### config.mk
export PLATFORM = sky130hd
export DESIGN_NAME = timestamp_to_decimal_ascii_unit_flat
export DESIGN_NICKNAME = d
export VERILOG_FILES = /design/src/rtl/tsda_pkg.sv /design/src/rtl/tsda_in_if.sv /design/src/rtl/tsda_out_if.sv /design/src/rtl/timestamp_to_decimal_ascii_unit.sv /design/src/flat_wrapper.sv
export VERILOG_INCLUDE_DIRS = /design/src /design/src/rtl
export SDC_FILE = /design/constraint.sdc
export NUM_CORES = 1
export LEC_CHECK = 0
export ABC_AREA = 1
export BUFFER_PORTS_ARGS = -buffer_cell sky130_fd_sc_hd__buf_4
export CORE_UTILIZATION = 28
export CTS_CLUSTER_SIZE = 10
export DETAILED_ROUTE_END_ITERATION = 16
export GPL_TIMING_DRIVEN = 0
export PLACE_DENSITY = 0.55
export SKIP_LAST_GASP = 1
export SLEW_MARGIN = 20
export SYNTH_ARGS = -nofsm -noshare
export SYNTH_HDL_FRONTEND = slang
export SYNTH_SLANG_ARGS = --single-unit
export TNS_END_PERCENT = 30
### constraint.sdc
create_clock -name i_clk -period 3.5 [get_ports i_clk]
set_input_delay 0.525 -clock i_clk [delete_from_list [all_inputs] [get_ports i_clk]]
set_output_delay 0.525 -clock i_clk [all_outputs]
set_load 0.02 [all_outputs]
### src/rtl/assert_macros.svh
// assertion helpers shared by the rtl
`ifndef ASSERT_MACROS_SVH
`define ASSERT_MACROS_SVH

`ifndef SYNTH
// checked on every rising clock edge outside reset
`define TSDA_ASSERT(lbl, clk, rstn, prop) \
    lbl: assert property (@(posedge clk) disable iff (!rstn) prop) \
        else $error("assertion failed");
// checked on every rising clock edge, reset included
`define TSDA_ASSERT_NORST(lbl, clk, prop) \
    lbl: assert property (@(posedge clk) prop) \
        else $error("assertion failed");
`else
`define TSDA_ASSERT(lbl, clk, rstn, prop)
`define TSDA_ASSERT_NORST(lbl, clk, prop)
`endif

`endif

### src/rtl/tsda_pkg.sv
package tsda_pkg;

    localparam int STAMP_W    = 32;
    localparam int ID_W       = 4;
    localparam int SEC_W      = STAMP_W - ID_W;
    localparam int BCD_W      = 4;
    localparam int SEC_DIGITS = 9;
    localparam int TEXT_LEN   = 12;
    localparam int CHAR_W     = 8;
    localparam int CNT_W      = $clog2(SEC_W);
    localparam int POS_W      = $clog2(TEXT_LEN);

    typedef logic [STAMP_W-1:0] t_stamp;
    typedef logic [CHAR_W-1:0]  t_char;

    localparam t_char ZERO_CHAR   = 8'd48;
    localparam t_char PERIOD_CHAR = 8'd46;

    localparam logic [ID_W-1:0]  ID_TEN    = 4'd10;
    localparam logic [BCD_W-1:0] BCD_LIMIT = 4'd5;
    localparam logic [BCD_W-1:0] BCD_ADJ   = 4'd3;

endpackage

### src/rtl/tsda_in_if.sv
interface tsda_in_if;
    import tsda_pkg::*;

    logic   valid;
    logic   ready;
    t_stamp stamp;

    modport source (output valid, output stamp, input ready);
    modport sink   (input valid, input stamp, output ready);
endinterface

### src/rtl/tsda_out_if.sv
interface tsda_out_if;
    import tsda_pkg::*;

    logic  valid;
    logic  ready;
    t_char text_char;
    logic  last_char;

    modport source (output valid, output text_char, output last_char, input ready);
    modport sink   (input valid, input text_char, input last_char, output ready);
endinterface

### src/rtl/timestamp_to_decimal_ascii_unit.sv
// Timestamp to decimal ASCII text.
// i_in carries one 32-bit stamp per word: seconds in bits 31..4, sequence
// id in bits 3..0. o_out returns twelve words per stamp, one ASCII
// character each: nine zero-padded decimal digits of the seconds, most
// significant first, a period, then two digits of the id. last_char marks
// the twelfth character.
// The seconds are converted by a double dabble shift register, one binary
// bit per cycle; the seconds digits then leave one per cycle, while the
// receiver is ready, from the top of the same digit shift register.
// A stamp is first accepted, then its seconds are converted, then its
// twelve characters are sent; the block is ready for the next stamp in
// the cycle after the last character is taken.
// i_in.ready is high only while no stamp is in work.
// A stall on o_out holds the current character and everything behind it.
// Reset (synchronous, active low) drops any stamp in work, clears the
// output valid and leaves the block ready for a new stamp.
`include "assert_macros.svh"

module timestamp_to_decimal_ascii_unit (
    input  logic        i_clk,
    input  logic        i_rst_n,
    tsda_in_if.sink     i_in,
    tsda_out_if.source  o_out
);
    import tsda_pkg::*;

    localparam logic [1:0] S_IDLE = 2'd0;
    localparam logic [1:0] S_CONV = 2'd1;
    localparam logic [1:0] S_EMIT = 2'd2;

    localparam int BCD_TOT = SEC_DIGITS * BCD_W;

    logic [1:0]         r_state, n_state;
    logic [CNT_W-1:0]   r_cnt, n_cnt;
    logic [POS_W-1:0]   r_pos, n_pos;
    logic [SEC_W-1:0]   r_sec, n_sec;
    logic [BCD_TOT-1:0] r_bcd, n_bcd;
    logic [ID_W-1:0]    r_id, n_id;

    logic [BCD_TOT-1:0] adj_bcd;
    logic               in_acc;
    logic               out_acc;
    logic               id_ge_ten;
    logic               conv_last;
    t_char              cur_char;

    assign in_acc    = i_in.valid && i_in.ready;
    assign out_acc   = o_out.valid && o_out.ready;
    assign id_ge_ten = (r_id >= ID_TEN);
    assign conv_last = (r_state == S_CONV) && (r_cnt == CNT_W'(SEC_W - 1));

    // add 3 to every digit of five or more before the shift
    always_comb begin
        for (int d = 0; d < SEC_DIGITS; d++) begin
            if (r_bcd[d*BCD_W +: BCD_W] >= BCD_LIMIT) begin
                adj_bcd[d*BCD_W +: BCD_W] = r_bcd[d*BCD_W +: BCD_W] + BCD_ADJ;
            end else begin
                adj_bcd[d*BCD_W +: BCD_W] = r_bcd[d*BCD_W +: BCD_W];
            end
        end
    end

    always_comb begin
        if (r_pos < POS_W'(SEC_DIGITS)) begin
            cur_char = ZERO_CHAR + CHAR_W'(r_bcd[BCD_TOT-1 -: BCD_W]);
        end else if (r_pos == POS_W'(SEC_DIGITS)) begin
            cur_char = PERIOD_CHAR;
        end else if (r_pos == POS_W'(SEC_DIGITS + 1)) begin
            cur_char = id_ge_ten ? ZERO_CHAR + CHAR_W'(1) : ZERO_CHAR;
        end else begin
            cur_char = id_ge_ten ? ZERO_CHAR + CHAR_W'(r_id - ID_TEN)
                                 : ZERO_CHAR + CHAR_W'(r_id);
        end
    end

    assign i_in.ready      = (r_state == S_IDLE);
    assign o_out.valid     = (r_state == S_EMIT);
    assign o_out.text_char = cur_char;
    assign o_out.last_char = (r_pos == POS_W'(TEXT_LEN - 1));

    always_comb begin
        n_state = r_state;
        n_cnt   = r_cnt;
        n_pos   = r_pos;
        n_sec   = r_sec;
        n_bcd   = r_bcd;
        n_id    = r_id;
        unique case (r_state)
            S_IDLE: begin
                if (in_acc) begin
                    n_sec   = i_in.stamp[STAMP_W-1:ID_W];
                    n_id    = i_in.stamp[ID_W-1:0];
                    n_bcd   = '0;
                    n_cnt   = '0;
                    n_pos   = '0;
                    n_state = S_CONV;
                end
            end
            S_CONV: begin
                n_bcd = {adj_bcd[BCD_TOT-2:0], r_sec[SEC_W-1]};
                n_sec = {r_sec[SEC_W-2:0], 1'b0};
                n_cnt = r_cnt + CNT_W'(1);
                if (conv_last) begin
                    n_state = S_EMIT;
                end
            end
            S_EMIT: begin
                if (out_acc) begin
                    // next digit moves to the top
                    n_bcd = {r_bcd[BCD_TOT-BCD_W-1:0], {BCD_W{1'b0}}};
                    n_pos = r_pos + POS_W'(1);
                    if (o_out.last_char) begin
                        n_state = S_IDLE;
                    end
                end
            end
            default: begin
                n_state = S_IDLE;
            end
        endcase
    end

    always_ff @(posedge i_clk) begin
        if (!i_rst_n) begin
            r_state <= S_IDLE;
            r_cnt   <= '0;
            r_pos   <= '0;
        end else begin
            r_state <= n_state;
            r_cnt   <= n_cnt;
            r_pos   <= n_pos;
        end
    end

    always_ff @(posedge i_clk) begin
        r_sec <= n_sec;
        r_bcd <= n_bcd;
        r_id  <= n_id;
    end

    `TSDA_ASSERT(a_no_accept_while_emit, i_clk, i_rst_n, o_out.valid |-> !i_in.ready)
    `TSDA_ASSERT(a_accept_starts_conv, i_clk, i_rst_n, in_acc |=> (r_state == S_CONV))
    `TSDA_ASSERT(a_conv_done_emits, i_clk, i_rst_n, conv_last |=> (o_out.valid && r_pos == '0))
    `TSDA_ASSERT(a_last_frees_input, i_clk, i_rst_n, (out_acc && o_out.last_char) |=> i_in.ready)
    `TSDA_ASSERT_NORST(a_reset_clears_out, i_clk, !i_rst_n |=> !o_out.valid)

endmodule

### src/flat_wrapper.sv
// flat-port wrapper written by rule: the top's interface ports become plain ports
module timestamp_to_decimal_ascii_unit_flat import tsda_pkg::*;
  (i_clk, i_rst_n, i_in_valid, i_in_stamp, i_in_ready, o_out_valid, o_out_text_char, o_out_last_char, o_out_ready);
  tsda_in_if i_in_i ();
  tsda_out_if o_out_i ();
  input  logic i_clk;
  input  logic i_rst_n;
  input wire logic [$bits(i_in_i.valid)-1:0] i_in_valid;
  input wire logic [$bits(i_in_i.stamp)-1:0] i_in_stamp;
  output wire logic [$bits(i_in_i.ready)-1:0] i_in_ready;
  output wire logic [$bits(o_out_i.valid)-1:0] o_out_valid;
  output wire logic [$bits(o_out_i.text_char)-1:0] o_out_text_char;
  output wire logic [$bits(o_out_i.last_char)-1:0] o_out_last_char;
  input wire logic [$bits(o_out_i.ready)-1:0] o_out_ready;
  assign i_in_i.valid = i_in_valid;
  assign i_in_i.stamp = i_in_stamp;
  assign i_in_ready = i_in_i.ready;
  assign o_out_valid = o_out_i.valid;
  assign o_out_text_char = o_out_i.text_char;
  assign o_out_last_char = o_out_i.last_char;
  assign o_out_i.ready = o_out_ready;
  timestamp_to_decimal_ascii_unit u_core (.i_clk(i_clk), .i_rst_n(i_rst_n), .i_in(i_in_i), .o_out(o_out_i));
endmodule
# Word-level counts from Yosys, hierarchy flattened
# Cells that the tools add are included.
[word_totals] in_bits=36 word_cells=83 memories=0 ff_bits=79 output_inout_bits=11 ram_bits=0 latch_bits=0 mem_bits_ro=0
[op_classes] shift=0 order_cmp=11 div=0 reduce_logical=12 n_eq_ne=10 n_mul=0 bitwise=0 add_sub_neg=15 mux=29
[ops] operator="36-bit case mux with 3 select lines" count=1
[ops] operator="36-bit two-way mux" count=2
[ops] operator="28-bit case mux with 2 select lines" count=1
[ops] operator="4-bit two-way mux" count=10
[ops] operator="4-bit by 3-bit >= comparator with 1-bit output, second input constant" count=9
[ops] operator="4-bit by 2-bit adder with 4-bit output, second input constant" count=8
[ops] operator="8-bit two-way mux" count=4
[ops] operator="28-bit two-way mux" count=1
[ops] operator="6-bit by 4-bit adder with 7-bit output, first input constant" count=2
[ops] operator="4-bit equality test, second input constant" count=3
[ops] operator="5-bit case mux with 2 select lines" count=1
[ops] operator="6-bit by 8-bit adder with 8-bit output, first input constant" count=1
[ops] operator="2-bit two-way mux" count=4
[ops] operator="4-bit case mux with 2 select lines" count=1
[ops] operator="2-bit != test, second input constant" count=3
[ops] operator="2-bit case mux with 3 select lines" count=1
[ops] operator="3-bit AND reduction" count=2
[ops] operator="5-bit by 1-bit adder with 5-bit output, second input constant" count=1
[ops] operator="5-bit equality test, second input constant" count=1
[ops] operator="5-bit two-way mux" count=1
[ops] operator="4-bit by 4-bit subtractor with 5-bit output, second input constant" count=1
[ops] operator="4-bit by 1-bit adder with 4-bit output, second input constant" count=1
[ops] operator="4-bit >= comparator, second input constant" count=1
[ops] operator="4-bit less-than comparator, second input constant" count=1
[ops] operator="other kinds (12)" count=16

# Longest topological paths before layout
# Gate-level depths: netlist of the first run.
[depth] ltp_word=6 ltp_mapped=10 ltp_nobuf=10

# Worst setup path before layout of the first run
# OpenSTA, ideal clock, no wires.
[synth_timing] kind="register -> register" start="register u_core.r_state[0]" end="register u_core.r_bcd[0], enable pin" setup_ns=0.429 slack_ns=0.546 path_buffers=0 t_required_ns=3.071 synth_period_minus_slack_ns=2.954 t_arrival_ns=2.525 path_stages_with_launch=6 path_cell_list="dfxtp_1 > inv_1 > ha_1 > nand2_2 > nand2_2 > nor2_1"
[synth_between] elab_chain_len=4 word_cells_on_any_way=9 classes_between="4 x eq/ne; 5 x reduce/logical"
[synth_rtl] item="start, declared" line="timestamp_to_decimal_ascii_unit.sv:33" text="logic [1:0] r_state, n_state;"
[synth_rtl] item="start signal, assigned" line="timestamp_to_decimal_ascii_unit.sv:129" text="r_state <= n_state;"
[synth_rtl] item="2-bit zero test (*)" line="timestamp_to_decimal_ascii_unit.sv:76" text="assign i_in.ready = (r_state == S_IDLE);"
[synth_rtl] item="net i_in_ready" line="flat_wrapper.sv:10" text="output wire logic [$bits(i_in_i.ready)-1:0] i_in_ready;"
[synth_rtl] item="1-bit logical AND" line="timestamp_to_decimal_ascii_unit.sv:47" text="assign in_acc = i_in.valid && i_in.ready;"
[synth_rtl] item="2-bit != test (no line)"
[synth_rtl] item="3-bit AND reduction (no line) (*)"
[synth_rtl] item="end signal, assigned" line="timestamp_to_decimal_ascii_unit.sv:137" text="r_bcd <= n_bcd;"
[synth_rtl] item="end, declared" line="timestamp_to_decimal_ascii_unit.sv:37" text="logic [BCD_TOT-1:0] r_bcd, n_bcd;"
# The timed path passes the listed nets; every way through them passes the cells marked *.
# A chain may end at the register's enable or synchronous reset.

# Worst setup path in the final report of the first run
[layout_timing] start="register u_core.r_id[1]" end="output port o_out_text_char[3]"
[layout_between] elab_chain_len=6 word_cells_on_any_way=8 classes_between="3 x add/sub; 1 x order compare; 4 x mux"
[layout_rtl] item="start, declared" line="timestamp_to_decimal_ascii_unit.sv:38" text="logic [ID_W-1:0] r_id, n_id;"
[layout_rtl] item="start signal, assigned" line="timestamp_to_decimal_ascii_unit.sv:138" text="r_id <= n_id;"
[layout_rtl] item="4-bit by 4-bit subtractor with 5-bit output" line="timestamp_to_decimal_ascii_unit.sv:71" text="cur_char = id_ge_ten ? ZERO_CHAR + CHAR_W'(r_id - ID_TEN)"
[layout_rtl] item="6-bit by 8-bit adder with 8-bit output" line="timestamp_to_decimal_ascii_unit.sv:71"
[layout_rtl] item="8-bit two-way mux (*)" line="timestamp_to_decimal_ascii_unit.sv:71"
[layout_rtl] item="8-bit two-way mux (*)" line="timestamp_to_decimal_ascii_unit.sv:68" text="end else if (r_pos == POS_W'(SEC_DIGITS + 1)) begin"
[layout_rtl] item="8-bit two-way mux (*)" line="timestamp_to_decimal_ascii_unit.sv:66" text="end else if (r_pos == POS_W'(SEC_DIGITS)) begin"
[layout_rtl] item="8-bit two-way mux (*)" line="timestamp_to_decimal_ascii_unit.sv:64" text="if (r_pos < POS_W'(SEC_DIGITS)) begin"
[layout_rtl] item="end, declared" line="flat_wrapper.sv:12" text="output wire logic [$bits(o_out_i.text_char)-1:0] o_out_text_char;"
# Mark *: on every way between the ends. The rest lies on a longest branch, timed or not.

==> results of run 1 <==
## placed cells by master (no fill, tap or decap)
cell,instances
a211oi_1,1
a21oi_1,17
a31o_2,1
and3_1,2
buf_16,1
buf_2,4
buf_4,48
buf_6,2
bufinv_16,2
clkbuf_1,4
clkbuf_16,9
clkinvlp_4,2
conb_1,3
dfxtp_1,11
edfxtp_1,68
ha_1,30
inv_1,73
inv_2,2
inv_4,1
inv_6,2
inv_8,1
nand2_1,175
nand2_2,6
nand3_1,28
nand4_1,2
nor2_1,49
nor2_2,3
nor2_4,1
nor3_1,1
nor3_2,2
o21a_1,1
o21ai_0,31
o21ai_1,4
o21ai_4,1
o22ai_1,7
o32ai_1,8
or2_2,1
xor2_1,3
## how the worst max path moves through the flow
stage                               endpoint  slack (ps)  cells past startpoint
after global routing      o_out_text_char[3]         820                     10
after CTS                 o_out_text_char[1]         980                     10
after floorplan              u_core.r_bcd[0]         550                      5
after global placement      u_core.r_bcd[12]        -240                      5
final                     o_out_text_char[3]        1030                     10
after detailed placement     u_core.r_cnt[3]        1340                      5
## worst max-delay path, stage by stage (launching register included)
cell and delay [ps]:
edfxtp_1 430, inv_1 110, ha_1 150, inv_1 40
ha_1 180, inv_1 90, nand2_1 120, nand2_1 80
nand3_1 70, a21oi_1 170, buf_4 170
## power by group
group | internal [mW] | switching, mW
sequential | 1.58 | 0.197
clock | 0.634 | 0.402
combinational | 0.630 | 1.27
## cell type report
class | count | area, sq um | share of cell area
Multi-Input combinational cell | 377 | 1930 | 0.350
Timing Repair Buffer | 44 | 350 | 0.0634
Clock buffer | 9 | 225 | 0.0408
Tap cell | 216 | 270 | 0.0489
Buffer | 15 | 95.1 | 0.0172
Inverter | 76 | 288 | 0.0521
Clock inverter | 7 | 104 | 0.0188
Sequential cell | 79 | 2260 | 0.409
## state kept, by name (all words and copies together) (netlist names)
register	count
u_core.r_bcd	36
u_core.r_sec	28
u_core.r_state	2
u_core.r_id	4
u_core.r_pos	4
u_core.r_cnt	5
## synthesized netlist by cell type, types with 3 or more instances
| library cell | number | share of area |
|---|---|---|
| nand2_1 | 175 | 0.14 |
| inv_1 | 73 | 0.060 |
| edfxtp_1 | 68 | 0.45 |
| nor2_1 | 50 | 0.041 |
| o21ai_0 | 31 | 0.034 |
| ha_1 | 30 | 0.082 |
| nand3_1 | 28 | 0.031 |
| a21oi_1 | 17 | 0.019 |
| dfxtp_1 | 11 | 0.048 |
| o32ai_1 | 8 | 0.015 |
| o22ai_1 | 7 | 0.0096 |
| nand2_2 | 6 | 0.0082 |
| buf_4 | 5 | 0.0082 |
| buf_2 | 4 | 0.0044 |
| clkbuf_1 | 4 | 0.0033 |
| o21ai_1 | 4 | 0.0044 |
| nor2_2 | 3 | 0.0041 |
| xor2_1 | 3 | 0.0058 |
## layer usage
| metal | vias up | GRT usage | share of wire |
|---|---|---|---|
| met1 | 1642 | 0.151 | 0.48 |
| met5 | - | 0 | 0 |
| li1 | 1885 | - | - |
| met2 | 52 | 0.203 | 0.47 |
| met3 | 11 | 0.0295 | 0.037 |
| met4 | 0 | 0.0609 | 0.019 |
## stage by stage
step	TNS (ps)	total power [mW]	cells
detailed placement	0	3.71	807
finish	0	4.71	823
CTS	0	4.77	823
global route	0	5.12	823
global placement	-8460	3.61	806
floorplan	0	3.14	547
## kinds of logic (layout without fill, tap and decap cells)
family	after synthesis	count (layout)	share of synthesized area
AOI/OAI and AO/OA	71	71	0.0907
xor gates and xnor gates	3	3	0.00576
adders and majority gates	30	30	0.0822
buffers and inverters	91	151	0.0839
DFF	79	79	0.495
other	2	3	0.00164
and+or+nand+nor	270	270	0.240
==> qor.yml, run 1 <==
wl_per_cell_microns: 11.4
clkSinkCount: 79
grt.total_usage: 0.123
finalCritPeriodShare: 0.707
fin_util: 0.348
crit_start: "u_core.r_id[1]"
clk_latency_ps: 350
whs_endpoint: "u_core.r_id[1]"
firstDrtPassIters: 4
die-width_microns: 130
coreArea_sq_um: 15900
cp-end-kind: "primary output"
ir_drop_mv: 0.487
synth_area_sq_um: 4570
synthFlopType: "edfxtp_1"
antenna_found_initial: 0
ioPinCount: 47
grt_pass1_wl_mm: 16.1
synth-edff-count: 68
finalCriticalPeriod_ps: 2470
crit_arrival_ps: 1950
fin_nets: 668
ys_seq_area_frac: 0.495
maxCapViolations: 0
placed_cell_area_sq_um: 5200
hold_class: "in -> reg"
worstPathMaxFanout: 5
clock_skew_ps: 9.52
r2r-end: "u_core.r_bcd[13]"
hold_depth: 1
r2r_cells: 6
routed_via_density: 4.36
grt_max_degree: 36
p_leak_nw: 2.45
synth_warnings: 0
clkTransAtPathRegs_ps: 60
gp_routability_congestion: 0.798
overflow: 0
dp_hpwl_mm: 6.78
area_growth_pct: 21.0
setup_ws_ps: 1030
ys_types: 31
synth.avg_cell_area_sq_um: 8.36
htree_levels: 3
post_cts_buffers: 0
finalHoldViolCount: 0
die_h_microns: 130
port_buffers: 43
tightest_slew_ps: 999
drtAntennaViolNets: 0
drc: 0
diodes: 0
ff2ff_setup_slack_ps: 1370
max_slew_margin: 0.332
report.final.slew_viol_count: 0
fillers: 1662
wirelength_mm: 9.38
crit_type: "reg -> out"
cts_root_buf: "clkbuf_16"
synth-seq-cells: 79
drive_gt1_frac: 0.147
worstPathRequired_ps: 2970
grt_pass1_vias: 3553
cts-buffers-inserted: 9
hp-start: "i_in_stamp[1]"
status: "finished, final reports clean"
initial_core_util: 0.287
rows: 46
max_freq_ghz: 0.404
pre_cts_ws_ps: 1340
setup_viol: 0
drt-initial-drc-count: 140
die-area_sq_um: 16800
final_cell_area_sq_um: 5530
clockBufferDepth: 2
rsz0062_at_grt: "false"
holdBufCountCts: 0
p_per_area_nw_per_um2: 852
cts_tree: "yes"
cp-start-kind: "flop"
async_reset_ff_frac: 0
num_vias: 3590
r2r_start: "u_core.r_state[0]"
ctsResizeCount: 0
synthCells: 546
hold_ws_ps: 353
No activity file was read; power rests on OpenSTA's default activity.
==> inputs of run 2 (changes only) <==
clock period = 2.41 ns   (was 3.5 ns; I/O delays follow)
==> qor.yml, run 2 (synthesized netlist as in run 1, its figures left out) <==
status: "finished, final reports clean"
fin_util: 0.348  # about the same
cp-start-kind: "flop"
reg_top3: "u_core.r_bcd x36, u_core.r_sec x28, u_core.r_cnt x5"
post_cts_buffers: 0  # unchanged
clockBufferDepth: 2  # unchanged
ioPinCount: 47  # unchanged
port_buffers: 43  # unchanged
num_vias: 3632  # +1.2%
largest_register_ffs: 36  # unchanged
drive_gt1_frac: 0.148  # +0.00165
routed_via_density: 4.41  # +1.2%
final_cell_area_sq_um: 5520  # about the same
gp_routability_congestion: 0.786  # -1.5%
coreArea_sq_um: 15900  # unchanged
cts_tree: "yes"
regMostFlops: "u_core.r_bcd"
setup_viol: 0  # unchanged
die-area_sq_um: 16800  # unchanged
placed_cell_area_sq_um: 5200  # unchanged
hold_class: "in -> reg"
worstPathMaxFanout: 5  # unchanged
wirelength_mm: 9.40  # +0.15%
clock_skew_ps: 10.2  # +0.701 ps
htree_levels: 3  # unchanged
finalCriticalPeriod_ps: 2240
die-width_microns: 130  # unchanged
dp_cells: 807  # unchanged
wl_per_cell_microns: 11.4  # +0.15%
rows: 46  # unchanged
cp-end-kind: "primary output"
die_h_microns: 130  # unchanged
fin_nets: 668  # unchanged
clkTransAtPathRegs_ps: 60  # about the same
grt_max_degree: 36  # unchanged
rsz0062_at_grt: "false"
final_cell_mix: "174 x nand2_1, 73 x inv_1, 68 x edfxtp_1"
initial_core_util: 0.287  # unchanged
max_slew_margin: 0.310  # -0.0211
clk_latency_ps: 340  # about the same
pre_cts_ws_ps: 255  # -1090 ps
maxCapViolations: 0  # unchanged
overflow: 0  # unchanged
cts-buffers-inserted: 9  # unchanged
antenna_found_initial: 0  # unchanged
report.final.slew_viol_count: 0  # unchanged
dp_hpwl_mm: 6.75  # -0.51%
ir_drop_mv: 0.526  # +8.0%
max_freq_ghz: 0.447
drtAntennaViolNets: 0  # unchanged
clkSinkCount: 79  # unchanged
fin_cells: 823  # unchanged
drc: 0  # unchanged
firstDrtPassIters: 4  # unchanged
crit_type: "reg -> out"
finalCritPeriodShare: 0.929
layout_commonest_cell: "nand2_1"
p_per_area_nw_per_um2: 1240  # +45%
finalHoldViolCount: 0  # unchanged
tightest_slew_ps: 1030  # +31.5 ps
grt.total_usage: 0.119  # -0.00377
area_growth_pct: 21.0  # about the same
crit_arrival_ps: 1880  # -70 ps
grt_pass1_vias: 3474  # -2.2%
worstPathRequired_ps: 2050  # -920 ps
cts_root_buf: "clkbuf_16"
drt-initial-drc-count: 187  # +34%
setup_ws_ps: 171  # -855 ps
fillers: 1670  # +0.48%
grt_pass1_wl_mm: 15.6  # -3.2%
p_leak_nw: 2.46  # +0.10%
diodes: 0  # unchanged
total_power_mw: 6.83  # +45%
-- run 2: layout make-up --
| class | count | area [sq um] | area share |
|---|---|---|---|
| sequential | 79 | 2260 | 0.410 |
| multi-input combinational | 377 | 1940 | 0.351 |
| timing repair buffer | 44 | 350 | 0.0634 |
| inverter | 76 | 288 | 0.0521 |
| tap | 216 | 270 | 0.0489 |
| clock buffer | 10 | 229 | 0.0414 |
| buffer | 15 | 95.1 | 0.0172 |
| clock inverter | 6 | 91.3 | 0.0165 |
-- run 2: critical path, stage by stage, from the launching register on --
cell and delay, ps:
edfxtp_1 430, inv_1 110, ha_1 150, inv_1 40
ha_1 180, inv_1 100, nand2_2 90, nand2_1 60
nand3_1 70, a21oi_1 150, buf_4 160
-- run 2: timing repair --
item,4_1_cts,5_1_grt
hold buffers,0,0
setup endpoints to repair,0,3
resized for setup,0,2
-- run 2: metrics by stage --
stage               setup TNS [ps]  hold WS [ps]
global route                     0           179
CTS                              0           179
floorplan                        0           458
global placement            -14800           471
detailed placement               0           483
finish                           0           198
-- run 2: per-layer routing --
layer  track usage  wire length (microns)  vias up  share of wire
met1         0.147                   4530     1663           0.48
met3        0.0246                    322       10          0.034
met2         0.196                   4400       70           0.47
li1              -                      -     1889              -
met5             0                      0        -              0
met4        0.0643                    151        0          0.016
-- run 2: report_power, final --
| part | switching, mW | internal, mW | leakage [nW] |
|---|---|---|---|
| clock | 0.554 | 0.915 | 0.157 |
| combinational | 1.86 | 0.921 | 1.52 |
| sequential | 0.287 | 2.29 | 0.781 |
| total | 2.70 | 4.13 | 2.46 |
-- run 2: path summary, 6_finish.rpt --
kind / to / slack, ps / cells past startpoint / from
setup / recovery: o_out_text_char[1] / 170 / 10 / u_core.r_id[1]
setup reg to reg: u_core.r_cnt[3] / 300 / 7 / u_core.r_state[1]
hold / removal: u_core.r_id[2] / 200 / 1 / i_in_stamp[2]
hold reg to reg: u_core.r_cnt[1] / 490 / 2 / u_core.r_cnt[1]
==> inputs of run 3 (changes only) <==
CELL_PAD_IN_SITES_DETAIL_PLACEMENT = 1   (was not set)
CELL_PAD_IN_SITES_GLOBAL_PLACEMENT = 1   (was not set)
CTS_BUF_LIST = sky130_fd_sc_hd__clkbuf_8   (was not set)
PLACE_DENSITY = 0.65   (was 0.55)
==> qor.yml, run 3 (synthesized netlist as in run 1, its figures left out) <==
status: "finished, final reports clean"
rsz0062_at_grt: "true"
ff2ff_setup_slack_ps: 270  # -30 ps
r2r_start: "u_core.r_state[0]"
drive_gt1_frac: 0.150  # +0.00140
port_buffers: 43  # unchanged
antenna_found_initial: 0  # unchanged
reg_top3: "u_core.r_bcd x36, u_core.r_sec x28, u_core.r_cnt x5"
rows: 46  # unchanged
initial_core_util: 0.287  # unchanged
grt_util_met1: 0.170  # +0.0234
regMostFlops: "u_core.r_bcd"
max_slew_margin: 0.318  # +0.00749
ir_drop_mv: 0.423  # -20%
wirelength_mm: 10.6  # +13%
dp_hpwl_mm: 7.92  # +17%
worstPathRequired_ps: 2050  # about the same
top_usage_layer: "met2"
cp_slowest_stage_delay_ps: 430  # about the same
r2r-end: "u_core.r_cnt[3]"
pre_cts_ws_ps: 224  # -30.5 ps
crit_arrival_ps: 1880  # about the same
cts-buffers-inserted: 9  # unchanged
drtAntennaViolNets: 0  # unchanged
path_cells: "inv_1, ha_1, inv_1, ha_1, inv_1, nand2_2, nand2_1, nand3_1, a21oi_1, buf_4"
fin_util: 0.340  # -0.00780
drt-initial-drc-count: 113  # -40%
wl_per_cell_microns: 12.8  # +12%
largest_register_ffs: 36  # unchanged
clk_latency_ps: 360  # +20 ps
cts_tree: "yes"
routed_via_density: 4.49  # +1.8%
r2r_cells: 5  # -2
p_leak_nw: 2.40  # -2.1%
ioPinCount: 47  # unchanged
die_h_microns: 130  # unchanged
clockBufferDepth: 2  # unchanged
whs_endpoint: "u_core.r_id[2]"
firstDrtPassIters: 4  # unchanged
cp-start-kind: "flop"
grt_max_degree: 36  # unchanged
met3_usage: 0.0250  # +0.000410
layout_commonest_cell: "nand2_1"
area_growth_pct: 18.3
hold_depth: 1  # unchanged
total_power_mw: 6.42  # -6.0%
die-area_sq_um: 16800  # unchanged
htree_levels: 3  # unchanged
clkTransAtPathRegs_ps: 80  # +20 ps
max_freq_ghz: 0.445  # -0.29%
gp_routability_congestion: 0.794  # +1.0%
holdBufCountCts: 0  # unchanged
final_cell_area_sq_um: 5400  # -2.2%
cp_slowest_cell: "edfxtp_1"
die-width_microns: 130  # unchanged
grt.total_usage: 0.139  # +0.0196
clkSinkCount: 79  # unchanged
diodes: 0  # unchanged
cts_root_buf: "clkbuf_8"
hp-start: "i_in_stamp[2]"
dp_cells: 807  # unchanged
finalHoldViolCount: 0  # unchanged
final_cell_mix: "174 x nand2_1, 74 x inv_1, 68 x edfxtp_1"
overflow: 0  # unchanged
setup_ws_ps: 165  # -6.55 ps
coreArea_sq_um: 15900  # unchanged
drc: 0  # unchanged
cp-end-kind: "primary output"
hold_class: "in -> reg"
p_per_area_nw_per_um2: 1190  # -3.8%
grt_pass1_wl_mm: 18.2  # +17%
finalCriticalPeriod_ps: 2250  # +6.55 ps
maxCapViolations: 0  # unchanged
tightest_slew_ps: 1020  # -11.2 ps
finalCritPeriodShare: 0.932  # +0.00272
crit_top_cell: "inv_1"
crit_type: "reg -> out"
setup_viol: 0  # unchanged
report.final.slew_viol_count: 0  # unchanged
grt_pass1_vias: 3889  # +12%
placed_cell_area_sq_um: 5200  # unchanged
num_vias: 3701  # +1.9%
worstPathMaxFanout: 5  # unchanged
fin_nets: 669  # +0.15%
fin_cells: 824  # +0.12%
use_met2: 0.241  # +0.0450
clock_skew_ps: 8.85  # -1.37 ps
## run 3: metal layers
| metal | wire length, microns | share of wire |
|---|---|---|
| met1 | 5050 | 0.48 |
| met2 | 5110 | 0.48 |
| met3 | 270 | 0.026 |
| met4 | 150 | 0.014 |
| met5 | 0 | 0 |
## run 3: cell type report
class	count	area, sq um
repair buffers	45	358
well taps	216	270
fillers	1939	10500
flip-flops and latches	79	2260
clock inverters	7	65.1
multi-input cells	377	1940
plain buffers	15	95.1
inverters	76	288
clock buffers	9	124
## run 3: worst max-delay path by stage
stage / start / endpoint / slack [ps]
2_1_floorplan: u_core.r_state[0] / u_core.r_bcd[0] / 60
3_5_place_dp: u_core.r_state[0] / u_core.r_cnt[3] / 220
4_1_cts: u_core.r_id[1] / o_out_text_char[2] / 30
5_1_grt: u_core.r_id[2] / o_out_text_char[2] / -40
6_report: u_core.r_id[2] / o_out_text_char[3] / 160
3_3_place_gp: u_core.r_state[0] / u_core.r_bcd[20] / -480
## run 3: what timing repair did
action | CTS | global route
setup endpoints to repair | 0 | 4
gates resized for setup | 0 | 2
setup buffers | 0 | 1
## run 3: worst max-delay path: cells and delay by family (launching register included)
kind | cells | cell delay, ps
simple gates | 3 | 230
fa+ha+maj | 2 | 320
buf+inv | 4 | 400
flops | 1 | 430
compound gates | 1 | 150
## run 3: report_power, final
part	switching (mW)	leakage, nW	internal [mW]
Clock	0.510	0.100	0.471
Combinational	1.94	1.52	0.930
Sequential	0.288	0.781	2.29
Total	2.73	2.40	3.69
## run 3: through the flow
step	TNS, ps	hold WS (ps)
finish	0	173
global route	-84.6	144
CTS	0	150
detailed placement	0	491
global placement	-17320	472
floorplan	0	458
